`config.mk`:
```
export PLATFORM = sky130hd
export DESIGN_NAME = polyline_line_intersection_flat
export DESIGN_NICKNAME = d
export VERILOG_FILES = /design/src/hw/rtl/pli_pkg.sv /design/src/hw/rtl/pli_if.sv /design/src/hw/rtl/pli_mul.sv /design/src/hw/rtl/pli_div.sv /design/src/hw/rtl/polyline_line_intersection.sv /design/src/flat_wrapper.sv
export SDC_FILE = /design/constraint.sdc
export NUM_CORES = 2
export LEC_CHECK = 0
export BUFFER_PORTS_ARGS = -buffer_cell sky130_fd_sc_hd__buf_2
export CAP_MARGIN = 20
export CORE_MARGIN = 2
export CORE_UTILIZATION = 39
export DETAILED_ROUTE_END_ITERATION = 10
export GPL_TIMING_DRIVEN = 0
export SETUP_SLACK_MARGIN = 0.2
export SYNTH_ARGS = -nofsm -noshare
export SYNTH_HDL_FRONTEND = slang
export SYNTH_HIERARCHICAL = 1
export SYNTH_SLANG_ARGS = --single-unit
export TNS_END_PERCENT = 1
```
`constraint.sdc`:
```
create_clock -name clk -period 9.6 [get_ports clk]
set_input_delay 0.96 -clock clk [delete_from_list [all_inputs] [get_ports clk]]
set_output_delay 0.96 -clock clk [all_outputs]
set_load 0.005 [all_outputs]
```
`src/hw/rtl/pli_pkg.sv`:
```
// shared types and constants for the polyline intersection block
package pli_pkg;
  localparam int unsigned CoordW = 32;
  localparam int unsigned WideW  = 68;
  localparam logic [CoordW:0] VertEps = 33'd7;

  typedef enum logic [1:0] {
    REG_QSX = 2'd0,
    REG_QSY = 2'd1,
    REG_QEX = 2'd2,
    REG_QEY = 2'd3
  } reg_index_t;

  typedef struct packed {
    logic                  hit;
    logic [15:0]           segment_index;
    logic [16:0]           fraction;
    logic signed [31:0]    cross_x;
    logic signed [31:0]    cross_y;
    logic                  list_end;
  } result_t;
endpackage

```
`src/hw/rtl/pli_if.sv`:
```
// valid/ready channel interfaces
interface pli_point_if;
  logic               valid;
  logic               ready;
  logic signed [31:0] point_x;
  logic signed [31:0] point_y;
  logic               first_point;
  logic               final_point;
  modport source (output valid, point_x, point_y, first_point, final_point, input ready);
  modport sink   (input valid, point_x, point_y, first_point, final_point, output ready);
endinterface

interface pli_result_if;
  logic               valid;
  logic               ready;
  logic               hit;
  logic [15:0]        segment_index;
  logic [16:0]        fraction;
  logic signed [31:0] cross_x;
  logic signed [31:0] cross_y;
  logic               list_end;
  modport source (output valid, hit, segment_index, fraction, cross_x, cross_y, list_end,
                  input ready);
  modport sink   (input valid, hit, segment_index, fraction, cross_x, cross_y, list_end,
                  output ready);
endinterface

interface pli_cfg_if;
  logic        valid;
  logic        ready;
  logic [1:0]  index;
  logic [31:0] data;
  modport source (output valid, index, data, input ready);
  modport sink   (input valid, index, data, output ready);
endinterface

```
`src/hw/rtl/pli_mul.sv`:
```
// bit-serial signed multiplier, one multiplier bit per cycle
module pli_mul #(
  parameter int unsigned AW = 34,
  parameter int unsigned BW = 34
) (
  input  logic                    clk,
  input  logic                    rst,
  input  logic                    start,
  input  logic signed [AW-1:0]    a,
  input  logic signed [BW-1:0]    b,
  output logic                    done,
  output logic signed [AW+BW-1:0] prod
);
  localparam int unsigned CW = $clog2(BW + 1);
  logic [CW-1:0]           cnt;
  logic                    busy;
  logic signed [AW+BW-1:0] mcand;
  logic [BW-1:0]           mplier;
  logic signed [AW+BW-1:0] acc;

  always_ff @(posedge clk) begin
    if (rst) begin
      busy <= 1'b0;
      done <= 1'b0;
    end else begin
      done <= 1'b0;
      if (start) begin
        busy   <= 1'b1;
        cnt    <= '0;
        mcand  <= (AW+BW)'(a);
        mplier <= b;
        acc    <= '0;
      end else if (busy) begin
        if (mplier[0]) begin
          if (cnt == CW'(BW - 1)) acc <= acc - mcand;
          else acc <= acc + mcand;
        end
        mcand  <= mcand <<< 1;
        mplier <= mplier >> 1;
        cnt    <= cnt + 1'b1;
        if (cnt == CW'(BW - 1)) begin
          busy <= 1'b0;
          done <= 1'b1;
        end
      end
    end
  end

  always_comb begin
    prod = acc;
    if (done) prod = acc;
  end
endmodule

```
`src/hw/rtl/pli_div.sv`:
```
// restoring divider producing floor(n * 2^QB / d) for 0 <= n <= d, one bit per cycle
module pli_div #(
  parameter int unsigned W  = 68,
  parameter int unsigned QB = 16
) (
  input  logic          clk,
  input  logic          rst,
  input  logic          start,
  input  logic [W-1:0]  num,
  input  logic [W-1:0]  den,
  output logic          done,
  output logic [QB:0]   quo
);
  localparam int unsigned CW = $clog2(QB + 2);
  logic [CW-1:0] cnt;
  logic          busy;
  logic [W:0]    rem;
  logic [W:0]    dsr;
  logic [W:0]    diff;

  assign diff = rem - dsr;

  always_ff @(posedge clk) begin
    if (rst) begin
      busy <= 1'b0;
      done <= 1'b0;
    end else begin
      done <= 1'b0;
      if (start) begin
        busy <= 1'b1;
        cnt  <= '0;
        rem  <= {1'b0, num};
        dsr  <= {1'b0, den};
        quo  <= '0;
      end else if (busy) begin
        if (!diff[W]) begin
          rem <= {diff[W-1:0], 1'b0};
          quo <= {quo[QB-1:0], 1'b1};
        end else begin
          rem <= {rem[W-1:0], 1'b0};
          quo <= {quo[QB-1:0], 1'b0};
        end
        cnt <= cnt + 1'b1;
        if (cnt == CW'(QB)) begin
          busy <= 1'b0;
          done <= 1'b1;
        end
      end
    end
  end
endmodule

```
`src/hw/rtl/polyline_line_intersection.sv`:
```
// polyline against query segment intersection, top level
// paths from vertex beat to result: no segment or a box miss goes straight to the output state,
// a vertical query skips the products, a general query forms them first, a hit adds divide and scale
// serial multiplier: six products for the general test and two for the point
// one vertex at a time; next vertex taken the cycle after the result beat or the return to idle
// rst clears the query registers, previous vertex, segment counter and output valid
module polyline_line_intersection #(
  parameter int unsigned MAX_SEGMENTS  = 65536,
  parameter int unsigned FRACTION_BITS = 16
) (
  input  logic          clk,
  input  logic          rst,
  pli_cfg_if.sink       cfg,
  pli_point_if.sink     pin,
  pli_result_if.source  rout
);
  localparam int unsigned W  = pli_pkg::WideW;
  localparam int unsigned SC = (MAX_SEGMENTS > 1) ? $clog2(MAX_SEGMENTS) : 1;
  localparam int unsigned QB = FRACTION_BITS;

  typedef enum logic [3:0] {
    S_IDLE, S_BOX, S_M0, S_M1, S_M2, S_M3, S_M4, S_M5, S_CHK, S_DIV, S_SX, S_SY, S_OUT
  } state_t;

  state_t state;
  logic signed [31:0] qsx, qsy, qex, qey;
  logic signed [31:0] prev_x, prev_y, cur_x, cur_y;
  logic               have_prev, last;
  logic [SC-1:0]      seg_cnt;
  logic [15:0]        idx;
  logic               vq;
  logic signed [W-1:0] n, d, t, p0;
  logic [QB:0]        q;

  // bounding box and difference logic
  logic signed [33:0] dxa, dya, dxb, dyb, ex, ey, lo, hi, dqx;
  logic signed [32:0] mnxb, mxxb, mnyb, mxyb, mnxa, mxxa, mnya, mxya;
  logic               box_miss, vb, vqa;

  always_comb begin
    dxa = 34'(qex) - 34'(qsx);
    dya = 34'(qey) - 34'(qsy);
    dxb = 34'(cur_x) - 34'(prev_x);
    dyb = 34'(cur_y) - 34'(prev_y);
    ex  = 34'(prev_x) - 34'(qsx);
    ey  = 34'(prev_y) - 34'(qsy);
    dqx = 34'(qsx) - 34'(prev_x);
    mnxb = 33'((prev_x < cur_x) ? prev_x : cur_x);
    mxxb = 33'((prev_x < cur_x) ? cur_x : prev_x);
    mnyb = 33'((prev_y < cur_y) ? prev_y : cur_y);
    mxyb = 33'((prev_y < cur_y) ? cur_y : prev_y);
    mnxa = 33'((qsx < qex) ? qsx : qex);
    mxxa = 33'((qsx < qex) ? qex : qsx);
    mnya = 33'((qsy < qey) ? qsy : qey);
    mxya = 33'((qsy < qey) ? qey : qsy);
    box_miss = (mnxb > mxxa) || (mxxb < mnxa) || (mnyb > mxya) || (mxyb < mnya);
    vqa = ((dxa < 0) ? -dxa : dxa) < 34'(pli_pkg::VertEps);
    vb  = ((dxb < 0) ? -dxb : dxb) < 34'(pli_pkg::VertEps);
    lo = 34'((mnya > mnyb) ? mnya : mnyb);
    hi = 34'((mxya < mxyb) ? mxya : mxyb);
  end

  // shared serial multiplier
  logic               m_start, m_done;
  logic signed [33:0] ma, mb;
  logic signed [67:0] m_prod;
  pli_mul #(.AW(34), .BW(34)) u_mul (
    .clk(clk), .rst(rst), .start(m_start), .a(ma), .b(mb), .done(m_done), .prod(m_prod)
  );

  logic          dv_start, dv_done;
  logic [W-1:0]  an, ad;
  pli_div #(.W(W), .QB(QB)) u_div (
    .clk(clk), .rst(rst), .start(dv_start), .num(an), .den(ad), .done(dv_done), .quo(q)
  );
  assign an = n[W-1] ? W'(-n) : W'(n);
  assign ad = d[W-1] ? W'(-d) : W'(d);

  function automatic logic in_unit(logic signed [W-1:0] nn, logic signed [W-1:0] dd);
    logic [W-1:0] a0, b0;
    a0 = nn[W-1] ? W'(-nn) : W'(nn);
    b0 = dd[W-1] ? W'(-dd) : W'(dd);
    if (dd == '0) return 1'b0;
    if (nn == '0) return 1'b1;
    if (nn[W-1] != dd[W-1]) return 1'b0;
    return a0 <= b0;
  endfunction

  always_comb begin
    ma = '0;
    mb = '0;
    unique case (state)
      S_M0: begin ma = ex;  mb = dya; end
      S_M1: begin ma = ey;  mb = dxa; end
      S_M2: begin ma = dxa; mb = dyb; end
      S_M3: begin ma = dya; mb = dxb; end
      S_M4: begin ma = ex;  mb = dyb; end
      S_M5: begin ma = ey;  mb = dxb; end
      S_SX: begin ma = dxb; mb = 34'($unsigned(q)); end
      S_SY: begin ma = dyb; mb = 34'($unsigned(q)); end
      default: begin ma = '0; mb = '0; end
    endcase
  end

  logic [SC:0]   cnt_inc;
  logic [67:0]   sc_pos;
  logic signed [67:0] sc;
  assign cnt_inc = {1'b0, seg_cnt} + 1'b1;
  assign sc_pos  = m_prod[67] ? 68'(-m_prod) : 68'(m_prod);
  always_comb begin
    if (!m_prod[67]) sc = 68'(sc_pos >> QB);
    else sc = -68'((sc_pos + 68'((69'd1 << QB) - 1)) >> QB);
  end

  logic        r_valid, r_hit, go;
  logic [16:0] r_frac;
  logic signed [31:0] r_cx, r_cy;

  assign cfg.ready = (state == S_IDLE);
  assign pin.ready = (state == S_IDLE) && !r_valid;
  assign rout.valid = r_valid;

  always_ff @(posedge clk) begin
    if (rst) begin
      state <= S_IDLE;
      qsx <= '0; qsy <= '0; qex <= '0; qey <= '0;
      prev_x <= '0; prev_y <= '0;
      have_prev <= 1'b0;
      seg_cnt <= '0;
      r_valid <= 1'b0;
      m_start <= 1'b0;
      dv_start <= 1'b0;
    end else begin
      m_start  <= 1'b0;
      dv_start <= 1'b0;
      if (r_valid && rout.ready) r_valid <= 1'b0;
      if (cfg.valid && cfg.ready) begin
        unique case (pli_pkg::reg_index_t'(cfg.index))
          pli_pkg::REG_QSX: qsx <= cfg.data;
          pli_pkg::REG_QSY: qsy <= cfg.data;
          pli_pkg::REG_QEX: qex <= cfg.data;
          pli_pkg::REG_QEY: qey <= cfg.data;
        endcase
      end
      unique case (state)
        S_IDLE: if (pin.valid && pin.ready) begin
          cur_x <= pin.point_x;
          cur_y <= pin.point_y;
          last  <= pin.final_point;
          r_hit <= 1'b0;
          if (!have_prev || pin.first_point) begin
            seg_cnt <= '0;
            go      <= 1'b0;
          end else begin
            idx     <= 16'(seg_cnt);
            go      <= 1'b1;
            seg_cnt <= (cnt_inc >= (SC+1)'(MAX_SEGMENTS)) ? '0 : seg_cnt + 1'b1;
          end
          state <= S_BOX;
        end
        S_BOX: begin
          vq <= vqa;
          if (!go || box_miss) state <= S_OUT;
          else if (vqa) begin
            if (vb) begin
              n <= W'(lo) - W'(34'(prev_y));
              d <= W'(dyb);
              if (!(lo < hi)) state <= S_OUT;
              else state <= S_CHK;
            end else begin
              n <= W'(dqx);
              d <= W'(dxb);
              state <= S_CHK;
            end
          end else begin
            m_start <= 1'b1;
            state <= S_M0;
          end
        end
        S_M0: if (m_done) begin p0 <= W'(m_prod); m_start <= 1'b1; state <= S_M1; end
        S_M1: if (m_done) begin n <= p0 - W'(m_prod); m_start <= 1'b1; state <= S_M2; end
        S_M2: if (m_done) begin p0 <= W'(m_prod); m_start <= 1'b1; state <= S_M3; end
        S_M3: if (m_done) begin d <= p0 - W'(m_prod); m_start <= 1'b1; state <= S_M4; end
        S_M4: if (m_done) begin p0 <= W'(m_prod); m_start <= 1'b1; state <= S_M5; end
        S_M5: if (m_done) begin t <= p0 - W'(m_prod); state <= S_CHK; end
        S_CHK: begin
          if (in_unit(n, d) && (vq || in_unit(t, d))) begin
            dv_start <= 1'b1;
            state <= S_DIV;
          end else state <= S_OUT;
        end
        S_DIV: if (dv_done) begin
          m_start <= 1'b1;
          state <= S_SX;
        end
        S_SX: if (m_done) begin
          r_cx <= 32'(68'(prev_x) + sc);
          m_start <= 1'b1;
          state <= S_SY;
        end
        S_SY: if (m_done) begin
          r_cy  <= 32'(68'(prev_y) + sc);
          r_hit <= 1'b1;
          if (QB >= 16) r_frac <= 17'(q >> (QB - 16));
          else r_frac <= 17'(q) << (16 - QB);
          state <= S_OUT;
        end
        S_OUT: begin
          prev_x <= cur_x;
          prev_y <= cur_y;
          have_prev <= !last;
          if (r_hit || last) r_valid <= 1'b1;
          state <= S_IDLE;
        end
        default: state <= S_IDLE;
      endcase
    end
  end

  assign rout.hit           = r_hit;
  assign rout.segment_index = r_hit ? idx : '0;
  assign rout.fraction      = r_hit ? r_frac : '0;
  assign rout.cross_x       = r_hit ? r_cx : '0;
  assign rout.cross_y       = r_hit ? r_cy : '0;
  assign rout.list_end      = last;
endmodule

```
`src/flat_wrapper.sv`:
```
// flat-port wrapper written by rule: the top's interface ports become plain ports
module polyline_line_intersection_flat 
#(
  parameter int unsigned MAX_SEGMENTS  = 65536,
  parameter int unsigned FRACTION_BITS = 16
)
  (clk, rst, cfg_valid, cfg_index, cfg_data, cfg_ready, pin_valid, pin_point_x, pin_point_y, pin_first_point, pin_final_point, pin_ready, rout_valid, rout_hit, rout_segment_index, rout_fraction, rout_cross_x, rout_cross_y, rout_list_end, rout_ready);
  pli_cfg_if cfg_i ();
  pli_point_if pin_i ();
  pli_result_if rout_i ();
  input  logic clk;
  input  logic rst;
  input wire logic [$bits(cfg_i.valid)-1:0] cfg_valid;
  input wire logic [$bits(cfg_i.index)-1:0] cfg_index;
  input wire logic [$bits(cfg_i.data)-1:0] cfg_data;
  output wire logic [$bits(cfg_i.ready)-1:0] cfg_ready;
  input wire logic [$bits(pin_i.valid)-1:0] pin_valid;
  input wire logic [$bits(pin_i.point_x)-1:0] pin_point_x;
  input wire logic [$bits(pin_i.point_y)-1:0] pin_point_y;
  input wire logic [$bits(pin_i.first_point)-1:0] pin_first_point;
  input wire logic [$bits(pin_i.final_point)-1:0] pin_final_point;
  output wire logic [$bits(pin_i.ready)-1:0] pin_ready;
  output wire logic [$bits(rout_i.valid)-1:0] rout_valid;
  output wire logic [$bits(rout_i.hit)-1:0] rout_hit;
  output wire logic [$bits(rout_i.segment_index)-1:0] rout_segment_index;
  output wire logic [$bits(rout_i.fraction)-1:0] rout_fraction;
  output wire logic [$bits(rout_i.cross_x)-1:0] rout_cross_x;
  output wire logic [$bits(rout_i.cross_y)-1:0] rout_cross_y;
  output wire logic [$bits(rout_i.list_end)-1:0] rout_list_end;
  input wire logic [$bits(rout_i.ready)-1:0] rout_ready;
  assign cfg_i.valid = cfg_valid;
  assign cfg_i.index = cfg_index;
  assign cfg_i.data = cfg_data;
  assign cfg_ready = cfg_i.ready;
  assign pin_i.valid = pin_valid;
  assign pin_i.point_x = pin_point_x;
  assign pin_i.point_y = pin_point_y;
  assign pin_i.first_point = pin_first_point;
  assign pin_i.final_point = pin_final_point;
  assign pin_ready = pin_i.ready;
  assign rout_valid = rout_i.valid;
  assign rout_hit = rout_i.hit;
  assign rout_segment_index = rout_i.segment_index;
  assign rout_fraction = rout_i.fraction;
  assign rout_cross_x = rout_i.cross_x;
  assign rout_cross_y = rout_i.cross_y;
  assign rout_list_end = rout_i.list_end;
  assign rout_i.ready = rout_ready;
  polyline_line_intersection #(.MAX_SEGMENTS(MAX_SEGMENTS), .FRACTION_BITS(FRACTION_BITS)) u_core (.clk(clk), .rst(rst), .cfg(cfg_i), .pin(pin_i), .rout(rout_i));
endmodule
```
== Word-level counts from Yosys, hierarchy flattened ==
Cells that the tools add are included.
Storage, ports and cells
  output and inout port bits: 102
  RAM bits: 0
  flip-flop bits (word level): 992
  word-level logic and storage cells: 297
  memories kept: 0
  bits in latches: 0
  bits in read-only memories: 0
  input port bits: 105
Cells by class
  $mul: 0
  multiplexer cells: 121
  divide/modulo/power cells: 0
  equal/unequal tests: 31
  reductions and logical operators: 57
  add/subtract/negate cells: 26
  bitwise gates (word level): 5
  shifts and indexed selects: 0
  magnitude comparators: 18
Operator list (number)
  $mux W68: 16
  $pmux W68 S2: 2
  $mux W33: 8
  $sub A32 B32 Y33: 7
  $logic_not A68 Y1: 3
  $mux W34: 6
  $neg A68 Y68: 3
  $pmux W34 S6: 1
  $pmux W34 S5: 1
  $mux W69: 2
  $le A68 B68 Y1: 2
  $sub A68 B68 Y68: 2
  $lt A32 B32 Y1: 4
  $gt A33 B33 Y1: 3
  $lt A33 B33 Y1: 3
  $mux W32: 3
  $sub A69 B68 Y69: 1
  $add A68 B68 Y68: 1
  $lt A34 B1 Y1 const B: 2
  $lt A34 B3 Y1 const B: 2
  $neg A34 Y34: 2
  $add A32 B32 Y32: 2
  $mux W1: 56
  $add A48 B16 Y48 const B: 1
  other kinds (45): 125

== Logic depth before layout (Yosys ltp) ==
  depth in word-level cells: 20
  mapped depth: 44
  mapped depth without buffers: 40

== Hierarchy ==
Netlist, hierarchy kept.
Modules (own cells, without submodules)
  polyline_line_intersection: sequential area each 17446.7 um2, instances 1, cells an instance 8279, area an instance 67392.1 um2
  pli_mul: sequential area each 5325.1 um2, instances 1, cells an instance 1350, area an instance 12816.0 um2
  pli_div: sequential area each 4814.6 um2, instances 1, cells an instance 1186, area an instance 11157.0 um2

== Least setup slack after synthesis ==
No wires, ideal clock.
  path type: register to register
  start: reg u_core.prev_x[5]
  end: reg u_core.n[0] (enable)
  cell stages (with the launch flop): 33
  setup slack: -308 ps
  clock period less this slack: 9908 ps
  data required time: 9083 ps
  buffers on the path: 3
  setup time: 517 ps
  arrival time: 9391 ps
  cells stage by stage: dfxtp_1 > inv_1 > ha_1 > clkbuf_1 > or4_1 > o21ai_0 > a211oi_1 > o211ai_1 > a211oi_1 > o2111ai_1 > nand2_1 > a21oi_1 > nand2_1 > o21a_1 > nand2_1 > clkbuf_1 > clkbuf_1 > mux2_2 > ha_1 > a21o_1 > a21o_1 > a21o_1 > a21oi_1 > nor2b_1 > o21ai_0 > nand2b_1 > a21oi_1 > nor3_1 > a211oi_1 > a21oi_1 > nor4_1 > nand3_1 > a21oi_1
Between the ends
  cells in the longest elaborated chain, start to end: 9
  elaborated cells between the ends (all ways): 11
  classes of those cells: order compare: 3; eq/ne: 1; mux: 2; reduce/logical: 5
RTL lines
  start: declaration: RTL line polyline_line_intersection.sv:27  | logic signed [31:0] prev_x, prev_y, cur_x, cur_y;
  start signal: assignment: RTL line polyline_line_intersection.sv:209  | prev_x <= cur_x;
  $lt A32 B32 Y1: RTL line polyline_line_intersection.sv:48, polyline_line_intersection.sv:49
  $mux W33 (on tied branches): RTL line polyline_line_intersection.sv:48, polyline_line_intersection.sv:49
  $gt A33 B33 Y1 or $lt A33 B33 Y1 (tied branches): RTL line polyline_line_intersection.sv:56  | box_miss = (mnxb > mxxa) || (mxxb < mnxa) || (mnyb > mxya) || (mxyb < mnya);
  $logic_or A1 B1 Y1 (*) (3 in series): RTL line polyline_line_intersection.sv:56
  $logic_or A1 B1 Y1 (*): RTL line polyline_line_intersection.sv:163  | if (!go || box_miss) state <= S_OUT;
  $ne A2 B2 Y1 (no line) (*)
  $reduce_and A5 Y1 (no line) (*)
  end signal: assignment: RTL line polyline_line_intersection.sv:166  | n <= W'(lo) - W'(34'(prev_y));
  end signal: assignment: RTL line polyline_line_intersection.sv:171  | n <= W'(dqx);
  end: declaration: RTL line polyline_line_intersection.sv:32  | logic signed [W-1:0] n, d, t, p0;
Every way passes the cells marked *; elsewhere a longest branch is shown, timed or not.
A chain may end at the register's enable or synchronous reset.

== Worst setup path in the final report ==
  start: reg u_core.qsx[5]
  end: reg u_core.d[61] (enable)
Between the ends
  cells in the longest elaborated chain, start to end: 9
  elaborated cells between the ends (all ways): 17
  classes of those cells: add/sub: 2; order compare: 5; eq/ne: 2; mux: 3; reduce/logical: 5
RTL lines
  start: declaration: RTL line polyline_line_intersection.sv:26  | logic signed [31:0] qsx, qsy, qex, qey;
  start signal: assignment: RTL line polyline_line_intersection.sv:139  | pli_pkg::REG_QSX: qsx <= cfg.data;
  parallel branches: the longest is 8 deep, another holds $neg A34 Y34
  $reduce_and A5 Y1 (no line) (*)
  end signal: assignment: RTL line polyline_line_intersection.sv:167  | d <= W'(dyb);
  end signal: assignment: RTL line polyline_line_intersection.sv:172  | d <= W'(dxb);
  end: declaration: RTL line polyline_line_intersection.sv:32
Mark *: on every way between the ends.

==> results.md <==
- Worst-case vdd ir drop: 198.9 uV
- Fill cell instance count of the final layout: 23,000
- Path class of the lowest-slack min-delay path: in2reg
- Post-Synthesis Cell Area: 91,370 um^2
- Hold Vio Cnt, Final: 0
- Worst hold slack: 0.3149 ns
- WL met3: between 50 and 60 mm
- Synthesis-to-layout area growth: 13.91%
- Routed wl met2: 188.1 mm
- First-pass GRT wire length: 655.5 mm
- Result of the run: completed
- Via count normalized by instance count: 6.257
- Cell variety after synth: 115
- Mux share of post-synthesis cell area: 0.04466
- Final worst path period share: 0.9899
- Number of antenna violations at the first check in global routing: 36
- Setup violation total in the final timing report: 0
- CP max stage delay: about 0.76 ns
- Data arrival at the endpoint of the critical path: 10.03 ns
- Number of sinks on the clock net: 992
- Top routing layer in use: met5
- Post-Synthesis Mean Instance Area: between 8 and 9 um^2
- Cells after Synth: 10,820
- Clock tree root buffer cell: sky130_fd_sc_hd__clkbuf_16
- Largest buffer count on any clock path: 3
- RePlAce Congestion: 1.072
- Sort of element at the end of the critical path: register
- H-tree lvl count: 3
- CP startpoint kind: register
- Largest net degree at the start of global routing: 38
- Clock slew seen by the registers of the worst setup and hold paths: 0.08 ns
- Tightest slew margin relative to the limit: 0.04218
- Number of enable-type register cells in the synthesized netlist: between 700 and 800
- Initial core utilization: 0.3925
- Main combinational cell family by area after synthesis: compound AO/OA/AOI/OAI gates
- Non-filler cells in the finished layout: approximately 15,000
- Setup skew after layout: 0.1171 ns
- Pwr dens: 215.4 nW/um^2
- Die width: around 490 um
- Total I/O pin count: around 210
- Total global-route track usage: 0.3889
- Inserted Clock Buffers: about 120
- Source-to-sink clock delay at the later pin of the worst-skew pair: 0.85 ns
- Final critical path time including I/O delays and setup: 9.503 ns
- Number of nets still failing antenna checks after routing: 0
- Number of DRC violations after detailed-routing iteration 0: 11,380
- Estimated wirelength of the detail-placed design: between 400 and 500 mm
- First-pass iteration count of the detailed router: 7
- Vias post-DR: 91,280
- Post-detailed-route wirelength per cell: 32.90 um
- RSZ-0062 raised after global routing: true
- Total of max-cap violations: 0
- Type of the setup path with the least slack: reg2reg
- Drt drc: 0
- Buffers plus inverters on the worst setup path: 6
- Flip-flop and latch count after synthesis: just under 1,000
- Yosys warnings: 6
- Slew @ Worst Pin: about 1.4 ns
- Total design power: 0.02241 W
- Final-stage net count: 12,340
- Post-Route WL: 480.0 mm
- Vert. Die Dim: 488.0 um
- Nets in the synthesized netlist: ~12,000
- Cell repeated most along the worst path: sky130_fd_sc_hd__o21a_1
- Post-synth top area cell: sky130_fd_sc_hd__edfxtp_1
- TritonCTS clock tree: built
- Fraction of synthesis flops using an asynchronous set or reset pin: 0
- Fraction of layout instances using a drive strength above 1: 0.1040
- Standby leakage power: roughly 42 nW
- Sequential element share of the synthesized area: 0.3019
- Residual overflow from global routing: 0
- WL met1: 214.6 mm
- Highest-delay cell along the critical path: sky130_fd_sc_hd__dfxtp_1
- Required time at the worst-slack endpoint: roughly 10 ns
- Number of placement rows: between 150 and 200
- Area share of xor/xnor cells in the synthesized design: 0.07421
- Placed Cells incl. Taps: 14,240
- Die outline area: between 200,000 and 250,000 um^2
- Adder and majority gate portion of the synthesized area: 0.1242
- Final slew viol count: 0
- Area contributors post-synth: sky130_fd_sc_hd__edfxtp_1 25%, sky130_fd_sc_hd__ha_1 12%, sky130_fd_sc_hd__xnor2_1 5.5%
- Main synth FF type: sky130_fd_sc_hd__edfxtp_1
- Number of hold-repair buffers added at the cts stage: 0
- Kind of cell adding the most delay to the critical path: compound AO/OA/AOI/OAI gates
- Critical path fanouts, max: 28
- Compound-Gate Fraction of Synth Area: 0.2224
- Post-synth top area share: 0.2537
- Max Freq: ~110 MHz
- Number of buffers added on ports: 206
- Core region area: 232,800 um^2
- Simple logic cell fraction of the synthesized area: 0.1831
- Vias in the first global route: 83,810
[Yosys cell counts (35+ instances only)]
| cell type | count |
|---|---|
| sky130_fd_sc_hd__and3_1 | 90 |
| sky130_fd_sc_hd__nand4_1 | 204 |
| sky130_fd_sc_hd__or2_2 | 57 |
| sky130_fd_sc_hd__nor4_1 | 86 |
| sky130_fd_sc_hd__a211oi_1 | 77 |
| sky130_fd_sc_hd__xor2_1 | 193 |
| sky130_fd_sc_hd__or3_1 | 103 |
| sky130_fd_sc_hd__o31ai_1 | 121 |
| sky130_fd_sc_hd__nand2_1 | 1193 |
| sky130_fd_sc_hd__a31oi_1 | 93 |
| sky130_fd_sc_hd__a21o_1 | 375 |
| sky130_fd_sc_hd__o21ai_1 | 69 |
| sky130_fd_sc_hd__mux2i_1 | 276 |
| sky130_fd_sc_hd__o2111ai_1 | 35 |
| sky130_fd_sc_hd__dfxtp_1 | 220 |
| sky130_fd_sc_hd__nand3_1 | 195 |
| sky130_fd_sc_hd__o21a_1 | 98 |
| sky130_fd_sc_hd__nor2b_1 | 129 |
| sky130_fd_sc_hd__buf_2 | 40 |
| sky130_fd_sc_hd__clkbuf_1 | 376 |
| sky130_fd_sc_hd__nor3_1 | 221 |
| sky130_fd_sc_hd__o211ai_1 | 86 |
| sky130_fd_sc_hd__edfxtp_1 | 772 |
| sky130_fd_sc_hd__o21ai_0 | 670 |
| sky130_fd_sc_hd__or4_1 | 69 |
| sky130_fd_sc_hd__a21oi_1 | 924 |
| sky130_fd_sc_hd__and2_1 | 146 |
| sky130_fd_sc_hd__mux2_2 | 117 |
| sky130_fd_sc_hd__o41ai_1 | 37 |
| sky130_fd_sc_hd__ha_1 | 885 |
| sky130_fd_sc_hd__o21bai_1 | 88 |
| sky130_fd_sc_hd__inv_1 | 711 |
| sky130_fd_sc_hd__nand2b_1 | 98 |
| sky130_fd_sc_hd__a22oi_1 | 49 |
| sky130_fd_sc_hd__xnor2_1 | 576 |
| sky130_fd_sc_hd__nor2_1 | 666 |
| sky130_fd_sc_hd__o22ai_1 | 36 |
[metal layers]
metal	vias up	GRT usage
met2	4848	0.5405
met3	700	0.1070
li1	40880	-
met5	-	0.004899
met1	44830	0.5559
met4	18	0.1674
[path summary, 6_finish.rpt]
path | from | cells past startpoint | slack [ns] | endpoint
min reg2reg | u_core/u_mul/prod[10] | 0 | 0.42 | u_core/p0[10]
max | u_core/qsx[5] | 32 | 0.1 | u_core/d[61]
max reg2reg | u_core/qsx[5] | 32 | 0.1 | u_core/d[61]
min | pin_point_x[12] | 1 | 0.31 | u_core/cur_x[12]
[sequential cells by signal, indices dropped and copies added (netlist names), 32 cells and up]
name / flops
u_core/qey: 32
u_core/qsy: 32
u_core/u_div/dsr: 68
u_core/u_mul/mplier: 34
u_core/u_div/rem: 69
u_core/u_mul/prod: 68
u_core/cur_x: 32
u_core/r_cx: 32
u_core/u_mul/mcand: 68
u_core/t: 68
u_core/r_cy: 32
u_core/qex: 32
u_core/prev_x: 32
u_core/n: 68
u_core/prev_y: 32
u_core/cur_y: 32
u_core/qsx: 32
u_core/p0: 68
u_core/d: 68
[through the flow]
step	TNS (ns)	setup slack, ns	utilization	cell area (um^2)
floorplan	-41.90	-0.3083	-	91370
global placement	-1482.09	-7.799	0.4138	96310
global route	0	0.09247	0.4469	104000
CTS	0	0.1665	0.4430	103100
detailed placement	-415.18	-3.680	0.4196	97670
finish	0	0.09713	0.4471	104100
[cell usage in the layout, fill, tap and decap left out, types with 120 or more instances in the layout]
master / count
sky130_fd_sc_hd__a21o_1: 374
sky130_fd_sc_hd__xor2_1: 192
sky130_fd_sc_hd__edfxtp_1: 772
sky130_fd_sc_hd__buf_2: 265
sky130_fd_sc_hd__nand3_1: 194
sky130_fd_sc_hd__and2_1: 146
sky130_fd_sc_hd__ha_1: 878
sky130_fd_sc_hd__o21ai_0: 659
sky130_fd_sc_hd__nand4_1: 204
sky130_fd_sc_hd__dfxtp_1: 151
sky130_fd_sc_hd__clkbuf_16: 124
sky130_fd_sc_hd__a21oi_1: 909
sky130_fd_sc_hd__nand2_1: 1192
sky130_fd_sc_hd__nor3_1: 213
sky130_fd_sc_hd__clkbuf_1: 341
sky130_fd_sc_hd__buf_4: 120
sky130_fd_sc_hd__nor2_1: 657
sky130_fd_sc_hd__inv_1: 710
sky130_fd_sc_hd__mux2i_1: 217
sky130_fd_sc_hd__xnor2_1: 567
sky130_fd_sc_hd__nor2b_1: 129
[logic make-up (layout without fill, tap and decap cells)]
kind of cell,count (synthesis),after routing
adders and majority gates,899,899
other,0,18
muxes,393,393
AOI/OAI and AO/OA,3171,3172
and+or+nand+nor,3413,3413
buffers and inverters,1176,1797
DFF,992,992
xor gates and xnor gates,771,771
[final cells by class]
class                   count  area, um^2  area share
flip-flops and latches    992       27790      0.2670
diodes                     18       45.04   0.0004328
well taps                3132        3919     0.03765
plain buffers             461        2073     0.01992
clock buffers             144        3206     0.03080
clock inverters            81       994.7    0.009558
repair buffers            396        2979     0.02863
multi-input cells        8648       60380      0.5802
inverters                 715        2688     0.02582
[where the power goes]
part | total [W] | internal (W) | switching, W
Combinational | 0.0123 | 0.00401 | 0.00826
Sequential | 0.00527 | 0.00490 | 0.000367
Clock | 0.00488 | 0.00276 | 0.00212
Total | 0.0224 | 0.0117 | 0.0107
[worst reg2reg max path, delay by kind of cell (launching register included)]
family	cells	cell delay, ns
AOI/OAI and AO/OA	19	5.03
buffers and inverters	6	1.90
adders and majority gates	2	0.79
DFF	1	0.76
and+or+nand+nor	5	0.75
[repair_timing]
| action | CTS | global route |
|---|---|---|
| gates resized for setup | 279 | 155 |
| pin swaps | 10 | 20 |
| gates cloned | 0 | 3 |
| setup buffers | 47 | 49 |
| endpoints found under the setup margin | 208 | 189 |
Power figures use the tool's default switching activity.
